[config.mk]
export PLATFORM = sky130hd
export DESIGN_NAME = ramped_joint_slew_limiter
export DESIGN_NICKNAME = d
export VERILOG_FILES = /design/src/design/rjsl_pkg.sv /design/src/design/rjsl_div.sv /design/src/design/rjsl_mul.sv /design/src/design/ramped_joint_slew_limiter.sv
export SDC_FILE = /design/constraint.sdc
export NUM_CORES = 1
export LEC_CHECK = 0
export BUFFER_PORTS_ARGS = -buffer_cell sky130_fd_sc_hd__buf_2
export CAP_MARGIN = 20
export CORE_MARGIN = 2
export CORE_UTILIZATION = 40
export DETAILED_ROUTE_END_ITERATION = 8
export PLACE_DENSITY = 0.57
export SYNTH_ARGS = -nofsm -noshare
export SYNTH_HDL_FRONTEND = slang
export SYNTH_SLANG_ARGS = --single-unit
[constraint.sdc]
create_clock -name i_clk -period 25.3 [get_ports i_clk]
set_clock_uncertainty 0.2 [all_clocks]
set_input_delay 5.06 -clock i_clk [delete_from_list [all_inputs] [get_ports i_clk]]
set_output_delay 5.06 -clock i_clk [all_outputs]
set_load 0.01 [all_outputs]
[src/design/rjsl_pkg.sv]
// Package for the ramped joint slew limiter.
// Holds the item structs, op codes, register indexes and fixed-point constants.
// No dependencies; every design file refers to it by scoped names.
package rjsl_pkg;

    // Op codes of an input item.
    localparam logic [1:0] OP_FRESH  = 2'd0;
    localparam logic [1:0] OP_STALE  = 2'd1;
    localparam logic [1:0] OP_ENGAGE = 2'd2;

    // Configuration register indexes.
    localparam logic CFG_MAX_STEP   = 1'b0;
    localparam logic CFG_RAMP_STEPS = 1'b1;

    // Configuration port data width (widest register).
    localparam int CFG_W = 16;

    // Ramp fraction is Q1.16 unsigned; one bit is resolved per cycle.
    localparam int               FRAC_W    = 17;
    localparam logic [16:0]      RAMP_ONE  = 17'h10000;
    localparam int               STEP_CW   = 5;
    localparam logic [4:0]       LAST_STEP = 5'(FRAC_W - 1);

    // Register reset values.
    localparam logic [14:0] MAX_STEP_RST   = 15'd41;
    localparam logic [15:0] RAMP_STEPS_RST = 16'd50;

    // Input item.
    typedef struct packed {
        logic [1:0]         op;
        logic [3:0]         joint;
        logic               first_of_step;
        logic signed [15:0] target_position;
        logic signed [15:0] target_torque;
    } t_in_item;

    // Result item.
    typedef struct packed {
        logic [3:0]         out_joint;
        logic signed [15:0] out_position;
        logic signed [15:0] out_torque;
    } t_out_item;

endpackage

[src/design/rjsl_div.sv]
// Bit-serial restoring divider for the ramp fraction: quotient = num * 65536 / den.
// Resolves one quotient bit per cycle, with num no greater than den.
// Depends on rjsl_pkg.
module rjsl_div (
    input  logic        i_clk,
    input  logic        i_rst_n,
    input  logic        i_start,
    input  logic [15:0] i_num,
    input  logic [15:0] i_den,
    output logic        o_done,
    output logic [16:0] o_quot
);

    logic                        r_busy, n_busy;
    logic                        r_done, n_done;
    logic [rjsl_pkg::STEP_CW-1:0] r_cnt, n_cnt;
    logic [16:0]                 r_rem, n_rem;
    logic [15:0]                 r_den, n_den;
    logic [16:0]                 r_quot, n_quot;
    logic                        w_ge;
    logic [16:0]                 w_diff;
    logic [16:0]                 w_keep;

    // One compare and subtract per quotient bit.
    always_comb begin
        w_ge   = r_rem >= {1'b0, r_den};
        w_diff = r_rem - {1'b0, r_den};
        w_keep = w_ge ? w_diff : r_rem;
    end

    // Step control.
    always_comb begin
        n_busy = r_busy;
        n_done = 1'b0;
        n_cnt  = r_cnt;
        n_rem  = r_rem;
        n_den  = r_den;
        n_quot = r_quot;
        if (i_start) begin
            n_busy = 1'b1;
            n_cnt  = '0;
            n_rem  = {1'b0, i_num};
            n_den  = i_den;
            n_quot = '0;
        end else if (r_busy) begin
            n_quot = {r_quot[15:0], w_ge};
            n_rem  = {w_keep[15:0], 1'b0};
            n_cnt  = r_cnt + 1'b1;
            if (r_cnt == rjsl_pkg::LAST_STEP) begin
                n_busy = 1'b0;
                n_done = 1'b1;
            end
        end
    end

    always_ff @(posedge i_clk) begin
        if (!i_rst_n) begin
            r_busy <= 1'b0;
            r_done <= 1'b0;
            r_cnt  <= '0;
        end else begin
            r_busy <= n_busy;
            r_done <= n_done;
            r_cnt  <= n_cnt;
        end
        r_rem  <= n_rem;
        r_den  <= n_den;
        r_quot <= n_quot;
    end

    assign o_done = r_done;
    assign o_quot = r_quot;

endmodule

[src/design/rjsl_mul.sv]
// Bit-serial shift-add multiplier scaling the slew cap and the torque by the ramp fraction.
// Both products share one multiplier bit per cycle, low bit first.
// Depends on rjsl_pkg.
module rjsl_mul (
    input  logic               i_clk,
    input  logic               i_rst_n,
    input  logic               i_start,
    input  logic [16:0]        i_frac,
    input  logic [14:0]        i_max_step,
    input  logic signed [15:0] i_torque,
    output logic               o_done,
    output logic [15:0]        o_cap,
    output logic signed [15:0] o_torque
);

    logic                         r_busy, n_busy;
    logic                         r_done, n_done;
    logic [rjsl_pkg::STEP_CW-1:0] r_cnt, n_cnt;
    logic [16:0]                  r_mq, n_mq;
    logic [14:0]                  r_mstep, n_mstep;
    logic signed [15:0]           r_tau, n_tau;
    logic [15:0]                  r_cap_hi, n_cap_hi;
    logic [16:0]                  r_cap_lo, n_cap_lo;
    logic signed [16:0]           r_tq_hi, n_tq_hi;
    logic [16:0]                  r_tq_lo, n_tq_lo;
    logic [16:0]                  w_cap_sum;
    logic signed [17:0]           w_tq_sum;
    logic signed [33:0]           w_tq_round;

    // Partial sums for the current multiplier bit.
    always_comb begin
        w_cap_sum = {1'b0, r_cap_hi} + (r_mq[0] ? {2'b00, r_mstep} : 17'd0);
        w_tq_sum  = 18'(r_tq_hi) + (r_mq[0] ? 18'(r_tau) : 18'sd0);
    end

    // Step control: add, then shift the product one place right.
    always_comb begin
        n_busy   = r_busy;
        n_done   = 1'b0;
        n_cnt    = r_cnt;
        n_mq     = r_mq;
        n_mstep  = r_mstep;
        n_tau    = r_tau;
        n_cap_hi = r_cap_hi;
        n_cap_lo = r_cap_lo;
        n_tq_hi  = r_tq_hi;
        n_tq_lo  = r_tq_lo;
        if (i_start) begin
            n_busy   = 1'b1;
            n_cnt    = '0;
            n_mq     = i_frac;
            n_mstep  = i_max_step;
            n_tau    = i_torque;
            n_cap_hi = '0;
            n_cap_lo = '0;
            n_tq_hi  = '0;
            n_tq_lo  = '0;
        end else if (r_busy) begin
            n_mq     = {1'b0, r_mq[16:1]};
            n_cap_hi = w_cap_sum[16:1];
            n_cap_lo = {w_cap_sum[0], r_cap_lo[16:1]};
            n_tq_hi  = w_tq_sum[17:1];
            n_tq_lo  = {w_tq_sum[0], r_tq_lo[16:1]};
            n_cnt    = r_cnt + 1'b1;
            if (r_cnt == rjsl_pkg::LAST_STEP) begin
                n_busy = 1'b0;
                n_done = 1'b1;
            end
        end
    end

    always_ff @(posedge i_clk) begin
        if (!i_rst_n) begin
            r_busy <= 1'b0;
            r_done <= 1'b0;
            r_cnt  <= '0;
        end else begin
            r_busy <= n_busy;
            r_done <= n_done;
            r_cnt  <= n_cnt;
        end
        r_mq     <= n_mq;
        r_mstep  <= n_mstep;
        r_tau    <= n_tau;
        r_cap_hi <= n_cap_hi;
        r_cap_lo <= n_cap_lo;
        r_tq_hi  <= n_tq_hi;
        r_tq_lo  <= n_tq_lo;
    end

    // Cap is the product with its 16 fraction bits dropped.
    assign o_cap = {r_cap_hi[14:0], r_cap_lo[16]};

    // Torque rounds to nearest, ties upward.
    assign w_tq_round = $signed({r_tq_hi, r_tq_lo}) + 34'sd32768;
    assign o_torque   = w_tq_round[31:16];
    assign o_done     = r_done;

endmodule

[src/design/ramped_joint_slew_limiter.sv]
// Top level of the ramped joint slew limiter: sequencer, held poses and output register.
// Instantiates rjsl_div and rjsl_mul; depends on rjsl_pkg.
//
//   Channel  | Valid        | Stall        | Payload
//   ---------+--------------+--------------+--------------------------
//   input    | i_in_valid   | o_in_stall   | i_in_item  (t_in_item)
//   output   | o_out_valid  | i_out_stall  | o_out_item (t_out_item)
//   config   | i_cfg_we     | none         | i_cfg_idx, i_cfg_data
//
// A stale or engage item goes from idle straight to output. A fresh item passes through
// load, the 17-step serial multiplier and output; one that starts a control step with a
// nonzero ramp length runs the 17-step divider first. One item is worked at a time.
// Reset is synchronous, active low, and restores registers and held poses.
// A finished item waits in the output register; the next item is accepted meanwhile
// and only its final cycle waits for that register to drain.
module ramped_joint_slew_limiter #(
    parameter int NUM_JOINTS = 14
) (
    input  logic                          i_clk,
    input  logic                          i_rst_n,
    input  logic                          i_in_valid,
    output logic                          o_in_stall,
    input  rjsl_pkg::t_in_item            i_in_item,
    output logic                          o_out_valid,
    input  logic                          i_out_stall,
    output rjsl_pkg::t_out_item           o_out_item,
    input  logic                          i_cfg_we,
    input  logic                          i_cfg_idx,
    input  logic [rjsl_pkg::CFG_W-1:0]    i_cfg_data
);

    localparam int JW = (NUM_JOINTS > 1) ? $clog2(NUM_JOINTS) : 1;
    localparam int IW = ((JW > 4) ? JW : 4) + 1;

    typedef enum logic [4:0] {
        S_IDLE = 5'b00001,
        S_DIV  = 5'b00010,
        S_LOAD = 5'b00100,
        S_MUL  = 5'b01000,
        S_OUT  = 5'b10000
    } t_state;

    t_state               r_state, n_state;
    rjsl_pkg::t_in_item   r_item;
    logic [14:0]          r_max_step;
    logic [15:0]          r_ramp_steps;
    logic                 r_stale, n_stale;
    logic [15:0]          r_count, n_count;
    logic [16:0]          r_frac, n_frac;
    logic signed [15:0]   r_held [NUM_JOINTS];
    logic                 r_out_valid;
    rjsl_pkg::t_out_item  r_out;

    logic                 w_in_acc;
    logic                 w_out_free;
    logic                 w_out_load;
    logic                 w_div_start;
    logic [15:0]          w_div_num;
    logic                 w_div_done;
    logic [16:0]          w_div_quot;
    logic                 w_mul_done;
    logic [15:0]          w_cap;
    logic signed [15:0]   w_mul_tq;
    logic [IW-1:0]        w_jext;
    logic [JW-1:0]        w_idx;
    logic                 w_valid;
    logic signed [15:0]   w_held;
    logic signed [16:0]   w_delta;
    logic signed [16:0]   w_cap_s;
    logic signed [16:0]   w_clamp;
    logic signed [15:0]   w_new_held;
    rjsl_pkg::t_out_item  w_res;

    // Handshakes.
    assign w_in_acc   = i_in_valid && (r_state == S_IDLE);
    assign o_in_stall = (r_state != S_IDLE);
    assign w_out_free = !r_out_valid || !i_out_stall;
    assign w_out_load = (r_state == S_OUT) && w_out_free;

    // Configuration registers.
    always_ff @(posedge i_clk) begin
        if (!i_rst_n) begin
            r_max_step   <= rjsl_pkg::MAX_STEP_RST;
            r_ramp_steps <= rjsl_pkg::RAMP_STEPS_RST;
        end else if (i_cfg_we) begin
            unique case (i_cfg_idx)
                rjsl_pkg::CFG_MAX_STEP:   r_max_step   <= i_cfg_data[14:0];
                rjsl_pkg::CFG_RAMP_STEPS: r_ramp_steps <= i_cfg_data[15:0];
                default: ;
            endcase
        end
    end

    // Step-wide state updates taken on accept, and the sequencer.
    always_comb begin
        n_state     = r_state;
        n_stale     = r_stale;
        n_count     = r_count;
        n_frac      = r_frac;
        w_div_start = 1'b0;
        w_div_num   = '0;
        unique case (r_state)
            S_IDLE: begin
                if (w_in_acc) begin
                    priority if (i_in_item.op == rjsl_pkg::OP_ENGAGE) begin
                        n_stale = 1'b1;
                        n_count = '0;
                        n_frac  = '0;
                        n_state = S_OUT;
                    end else if (i_in_item.op == rjsl_pkg::OP_FRESH) begin
                        n_state = S_LOAD;
                        if (i_in_item.first_of_step) begin
                            n_stale = 1'b0;
                            n_count = r_stale ? 16'd1 :
                                      ((r_count != 16'hFFFF) ? r_count + 16'd1 : r_count);
                            if (r_ramp_steps == 16'd0) begin
                                n_frac = rjsl_pkg::RAMP_ONE;
                            end else begin
                                w_div_start = 1'b1;
                                w_div_num   = (n_count < r_ramp_steps) ? n_count
                                                                       : r_ramp_steps;
                                n_state     = S_DIV;
                            end
                        end
                    end else begin
                        n_stale = 1'b1;
                        n_frac  = '0;
                        n_state = S_OUT;
                    end
                end
            end
            S_DIV: begin
                if (w_div_done) begin
                    n_frac  = w_div_quot;
                    n_state = S_LOAD;
                end
            end
            S_LOAD: n_state = S_MUL;
            S_MUL: begin
                if (w_mul_done) begin
                    n_state = S_OUT;
                end
            end
            S_OUT: begin
                if (w_out_free) begin
                    n_state = S_IDLE;
                end
            end
            default: n_state = S_IDLE;
        endcase
    end

    always_ff @(posedge i_clk) begin
        if (!i_rst_n) begin
            r_state <= S_IDLE;
            r_stale <= 1'b1;
            r_count <= '0;
            r_frac  <= '0;
        end else begin
            r_state <= n_state;
            r_stale <= n_stale;
            r_count <= n_count;
            r_frac  <= n_frac;
        end
    end

    // Item capture.
    always_ff @(posedge i_clk) begin
        if (w_in_acc) begin
            r_item <= i_in_item;
        end
    end

    // Serial ramp divider.
    rjsl_div u_div (
        .i_clk   (i_clk),
        .i_rst_n (i_rst_n),
        .i_start (w_div_start),
        .i_num   (w_div_num),
        .i_den   (r_ramp_steps),
        .o_done  (w_div_done),
        .o_quot  (w_div_quot)
    );

    // Serial scaling of cap and torque by the ramp fraction.
    rjsl_mul u_mul (
        .i_clk      (i_clk),
        .i_rst_n    (i_rst_n),
        .i_start    (r_state == S_LOAD),
        .i_frac     (r_frac),
        .i_max_step (r_max_step),
        .i_torque   (r_item.target_torque),
        .o_done     (w_mul_done),
        .o_cap      (w_cap),
        .o_torque   (w_mul_tq)
    );

    // Joint lookup; out-of-range joints read as zero.
    always_comb begin
        w_jext  = IW'(r_item.joint);
        w_idx   = w_jext[JW-1:0];
        w_valid = w_jext < IW'(NUM_JOINTS);
        w_held  = w_valid ? r_held[w_idx] : 16'sd0;
    end

    // Slew clamp of the step toward the target.
    always_comb begin
        w_delta = 17'(r_item.target_position) - 17'(w_held);
        w_cap_s = $signed({1'b0, w_cap});
        priority if (w_delta > w_cap_s) begin
            w_clamp = w_cap_s;
        end else if (w_delta < -w_cap_s) begin
            w_clamp = -w_cap_s;
        end else begin
            w_clamp = w_delta;
        end
        w_new_held = w_held + w_clamp[15:0];
    end

    // Result formation.
    always_comb begin
        w_res.out_joint    = r_item.joint;
        w_res.out_position = '0;
        w_res.out_torque   = '0;
        if (w_valid) begin
            priority if (r_item.op == rjsl_pkg::OP_ENGAGE) begin
                w_res.out_position = r_item.target_position;
            end else if (r_item.op == rjsl_pkg::OP_FRESH) begin
                w_res.out_position = w_new_held;
                w_res.out_torque   = w_mul_tq;
            end else begin
                w_res.out_position = w_held;
            end
        end
    end

    // Held pose store.
    always_ff @(posedge i_clk) begin
        if (!i_rst_n) begin
            for (int j = 0; j < NUM_JOINTS; j++) begin
                r_held[j] <= '0;
            end
        end else if (w_out_load && w_valid) begin
            if (r_item.op == rjsl_pkg::OP_ENGAGE) begin
                r_held[w_idx] <= r_item.target_position;
            end else if (r_item.op == rjsl_pkg::OP_FRESH) begin
                r_held[w_idx] <= w_new_held;
            end
        end
    end

    // Output register.
    always_ff @(posedge i_clk) begin
        if (!i_rst_n) begin
            r_out_valid <= 1'b0;
        end else if (w_out_load) begin
            r_out_valid <= 1'b1;
        end else if (!i_out_stall) begin
            r_out_valid <= 1'b0;
        end
        if (w_out_load) begin
            r_out <= w_res;
        end
    end

    assign o_out_valid = r_out_valid;
    assign o_out_item  = r_out;

endmodule
After elaboration in Yosys (flattened, before gate mapping). Memories as Yosys holds them, arrays and structs flattened. A register that Yosys moved wholly into a read port is not among the register bits. Cells that the tools add are included.

Register bits: 324. RAM bits: 224. Input port bits: 61. Output and inout port bits: 38. Word-level logic and storage cells: 173. Memories kept: 1.

Memory list: r_held (words 14, width 16, rd ports 1, clocked after Yosys merged registers in 1, wr ports 14, line ramped_joint_slew_limiter.sv:50) `logic signed [15:0] r_held [NUM_JOINTS];`.

Add/subtract/negate cells: 10. Magnitude comparators: 5. Eq/ne operators: 19. Mux-type cells: 74. Bitwise logic cells: 7. Reduce and logical (&&, ||, !) cells: 26.

Operators by type and width (number): $mux 16 (22); $mux 17 (8); $pmux 17 s2 (1); $add 32x17->32 const B (1); $mux 1 (30); $mux 5 (6); $pmux 5 s5 (1); $add 17x18->18 (1); $mux 18 (1); $add 16x17->17 (1); $ge 17x16->1 (1); $gt 17x17->1 (1); $lt 17x17->1 (1); $neg 16->17 (1); $sub 16x16->17 (1); $add 16x1->16 const B (1); $add 16x16->16 (1); $logic_not 16->1 (1); $lt 16x16->1 (1); $ne 16x16->1 const B (1); $reduce_or 16->1 (1); $sub 16x16->16 (1); $eq 5x5->1 const B (3); $mux 15 (1); other kinds (28) (53).

Logic depth before layout (Yosys ltp).
Word-level depth: 12. Depth in mapped cells: 42. Gate-level depth less buffers: 36.

Hierarchy. From an unflattened synthesis, not the netlist that was laid out.

Cell total of the unflattened synthesis: 2613. Area total of the unflattened synthesis: 29049.1 um^2.

Modules (own cells, without submodules): ramped_joint_slew_limiter (instances 1, cells each 1776, area an instance 20591.0 um^2, seq. area each 11410.9 um^2); rjsl_mul (instances 1, cells each 535, area an instance 5346.4 um^2, seq. area each 2302.2 um^2); rjsl_div (instances 1, cells each 302, area an instance 3111.7 um^2, seq. area each 1461.4 um^2).

Least setup slack after synthesis. Ideal clock, no wire load.

Path kind: register -> register. Start point: register (tool-made name). End point: memory r_held[14][14] (data pin). Library setup time: 269 ps. Data arrival time: 9158 ps. Data required time: 24831 ps. Slack: 15673 ps. Cell stages (with the launch flop): 41. Buffers on the path: 6. Period minus slack after synthesis: 9627 ps. Cell sequence: dfxtp_1 > clkbuf_1 > clkbuf_1 > buf_1 > mux4_2 > mux4_2 > nand2_1 > ha_1 > a21o_1 > a311oi_1 > nor2_1 > o21a_1 > o21ai_0 > nand2b_1 > a21oi_1 > xnor2_1 > ha_1 > a21oi_1 > [5 not listed] > clkbuf_1 > buf_2 > a21oi_1 > a31oi_1 > ha_1 > fa_1 > a21o_1 > a21oi_1 > o21bai_1 > a21oi_1 > o21bai_1 > a31oi_1 > o21ai_0 > o41ai_1 > xnor2_1 > mux2i_1 > clkbuf_1 > inv_1.

RTL lines (line): to (decl) (ramped_joint_slew_limiter.sv:50).

==> summary.md <==
| Metric | Value |
|---|---|
| Met2 global-route usage | 32.2% |
| Maximum level of the CTS H-tree | 2 |
| Fin. max-slew vios | 0 |
| Core area | 0.0689 mm^2 |
| Synthesized area | 0.0280 mm^2 |
| DIE WIDTH | 268 um |
| XOR/XNOR share of the synthesized area | 2.88% |
| Maximum clock insertion buffer count | 3 |
| Clk slew on worst S/H paths | 0.06 ns |
| Yosys Warn Count | 0 |
| CTS sink cnt | 553 |
| Post-layout nets | 2,842 |
| Initial antenna violation count | 1 |
| Non-Filler Instances | 3,628 |
| Max-slew headroom | 24.3% |
| Cts-stage hold buffer count | 0 |
| Post-synthesis cell count | 2,525 |
| Initial Util | 40.6% |
| Ys async rst share | 0% |
| Top Family by Delay on Critical Path | compound AO/OA/AOI/OAI gates |
| Sequential fraction of the synthesis area | 54.2% |
| WP buf/inv | 2 |
| WP data required | 25.44 ns |
| Cell taking the most area after synthesis | edfxtp_1 |
| Hold WC Path Type | reg -> reg |
| Pwr Density | 154 mW/mm^2 |
| Synth Area per Inst | 11.1 um^2 |
| Setup Viol. Count Final | 0 |
| Number of placed I/O pins | 99 |
| Fmax | 98.8 MHz |
| DR WL/cell | 20.3 um |
| Least-Margin Pin Slew | 1.13 ns |
| Stages on the worst setup path | 36 |
| CP max stage cell | buf_4 |
| Most frequent cells after synthesis | edfxtp_1 (410), nor2_1 (402), nand2_1 (260) |
| Die Ht | 268 um |
| Die footprint | 0.0721 mm^2 |
| Post-Synth Adder-Cell Area | 6.22% |
| Count of input and output buffers | 98 |
| FF-to-FF path depth | 36 |
| Vias per cell | 5.41 |
| Share of the synthesized area in the top cell type | 44.0% |
| Register area | 0.0152 mm^2 |
| Peak supply drop | 0.181 mV |
| GR met1 Demand/Resource | 28.9% |
| MaxCap Viol Count | 0 |
| Number of synthesized flops with an enable pin | 410 |
| Iteration-0 DRC Markers | 1,476 |
| Most common cell in the synthesized netlist | edfxtp_1 |
| Compound-Gate Fraction of Synth Area | 8.77% |
| Total number of vias | 19,614 |
| CP Data Arrival Time | 10.26 ns |
| # rows | 96 |
| Final period utilization | 40.0% |
| Worst setup path class | reg -> reg |
| Final WS setup | 15.18 ns |
| Clock period minus worst slack | 10.12 ns |
| RD Place Congestion | 0.879 |
| DP HPWL | 49.1 mm |
| Placed insts | 3,505 |
| Gr ovfl total | 0 |
| Share of post-route cells with drive strength above 1 | 13.5% |
| Global Route met3 Usage | 3.53% |
| CTS Root Buffer Type | clkbuf_16 |
| # DRC | 0 |
| Synth-to-Final Area Change | 14.1% |
| Detail Route Antenna Nets | 0 |
| Main combinational cell family by area after synthesis | simple AND/OR/NAND/NOR gates |
| CTS tree | yes |
| Area of the multi-input gates | 0.0120 mm^2 |
| Synth Register Bits | 553 |
| Hold Path Stages | 0 |
| Design Area, Final | 0.0319 mm^2 |
| RSZ-0062 raised after global routing | false |
| Global-route wire length before repair | 112 mm |
| TritonCTS Buffers | 60 |
| Lkg Pwr | 12.3 nW |
| Max stage delay on crit path | 0.79 ns |
| Filler instances | 6,394 |
| Crit path launch type | register |
| Largest net degree at the start of global routing | 84 |
| Final hold vios | 0 |
| Dominant cells by area after synthesis | edfxtp_1 (44%), dfxtp_1 (10%), mux4_2 (6.4%) |
| Vias in the first global route | 19,284 |
| Post-CTS setup buffers | 0 |
| Pre-CTS setup slack | 15.19 ns |
| Worst-Skew Late Latency | 0.64 ns |
| Count of cell types in the netlist | 73 |
| Post_cts resized | 0 |
| Worst Hold Launch | r_item[5] |
| Final Routed Wirelength | 73.7 mm |
| Synth Flop Type | edfxtp_1 |
| DRT Pass-1 Iters | 5 |
| Post-synthesis simple-gate area fraction | 14.4% |
| Status | finished clean |
| Mux cell area share after synthesis | 9.98% |
| GRT Total Usage | 20.4% |
| Most frequent cell on the critical path | a21oi_1 |
| Critical path peak fanout | 42 |
| Most Used Layer, Global Route | met2 |
| DP Area | 0.0297 mm^2 |
| Setup TNS | 0 ns |
| Critical path capture point type | register |
==> layout by cell type (no fill, tap or decap), drive strengths merged, types with 24 or more instances in the layout <==
cell type and n:
a211oi 34, a21oi 142, and2 35, buf 159
clkbuf 76, clkinv 24, conb 32, dfxtp 143
edfxtp 410, ha 131, inv 125, mux2i 92
mux4 80, nand2 260, nand3 61, nor2 402
nor3 40, o21ai 71, xnor2 64, xor2 28
==> through the flow <==
| step | util (%) | hold slack [ns] | power [mW] |
|---|---|---|---|
| floorplan | - | 0.200 | 3.33 |
| global placement | 43.0 | 0.208 | 3.98 |
| detailed placement | 43.0 | 0.205 | 4.01 |
| CTS | 46.0 | 0.220 | 4.94 |
| global route | 46.3 | 0.233 | 5.32 |
| finish | 46.3 | 0.220 | 4.93 |
==> per-layer routing <==
layer  share of wire, %  vias to the layer above
li1                   -                     9297
met1                 45                     9565
met2                 45                      627
met3                7.3                      125
met4                2.7                        0
met5                  0                        -
==> area by class of cell <==
cell class / count / area share [%]
diodes: 1 / 0.00784
multi-input cells: 1747 / 37.5
flip-flops and latches: 553 / 47.6
clock inverters: 37 / 1.28
clock buffers: 76 / 5.16
inverters: 124 / 1.46
repair buffers: 159 / 3.35
well taps: 931 / 3.65
==> final timing paths <==
check                   endpoint  slack (ns)
hold / removal    u_mul.r_tau[5]        0.22
setup reg to reg  r_held[10][14]       15.18
hold reg to reg   u_mul.r_tau[5]        0.22
setup / recovery  r_held[10][14]       15.18
==> report_power, final <==
part | leakage [nW] | internal, mW | switching [mW]
clock | 0.988 | 0.533 | 0.369
sequential | 5.20 | 1.11 | 0.103
combinational | 6.07 | 1.17 | 1.65
==> flip-flops by register name (all words and copies together), names as in the netlist, 2 cells and up, named ones only <==
register        count
r_state             5
r_held            256
r_frac             17
u_div.r_den        16
u_div.o_quot       17
u_mul.r_cnt         5
w_idx               4
u_mul.r_tq_hi      17
u_mul.r_mq         17
o_out_item         36
u_mul.r_cap_hi     16
u_mul.r_tau        16
u_div.r_rem        17
u_mul.r_tq_lo       2
r_ramp_steps       16
u_div.r_cnt         5
u_mul.r_mstep      15
r_max_step         15
r_item             34
r_count            16
==> logic make-up after synthesis <==
group	count (synthesis)
AND/OR/NAND/NOR	918
flip-flops	553
AO/OA/AOI/OAI	392
buffers and inverters	256
multiplexers	177
adder cells (fa/ha/maj)	136
XOR/XNOR	92
other	1
No activity file was read; power rests on OpenSTA's default activity.
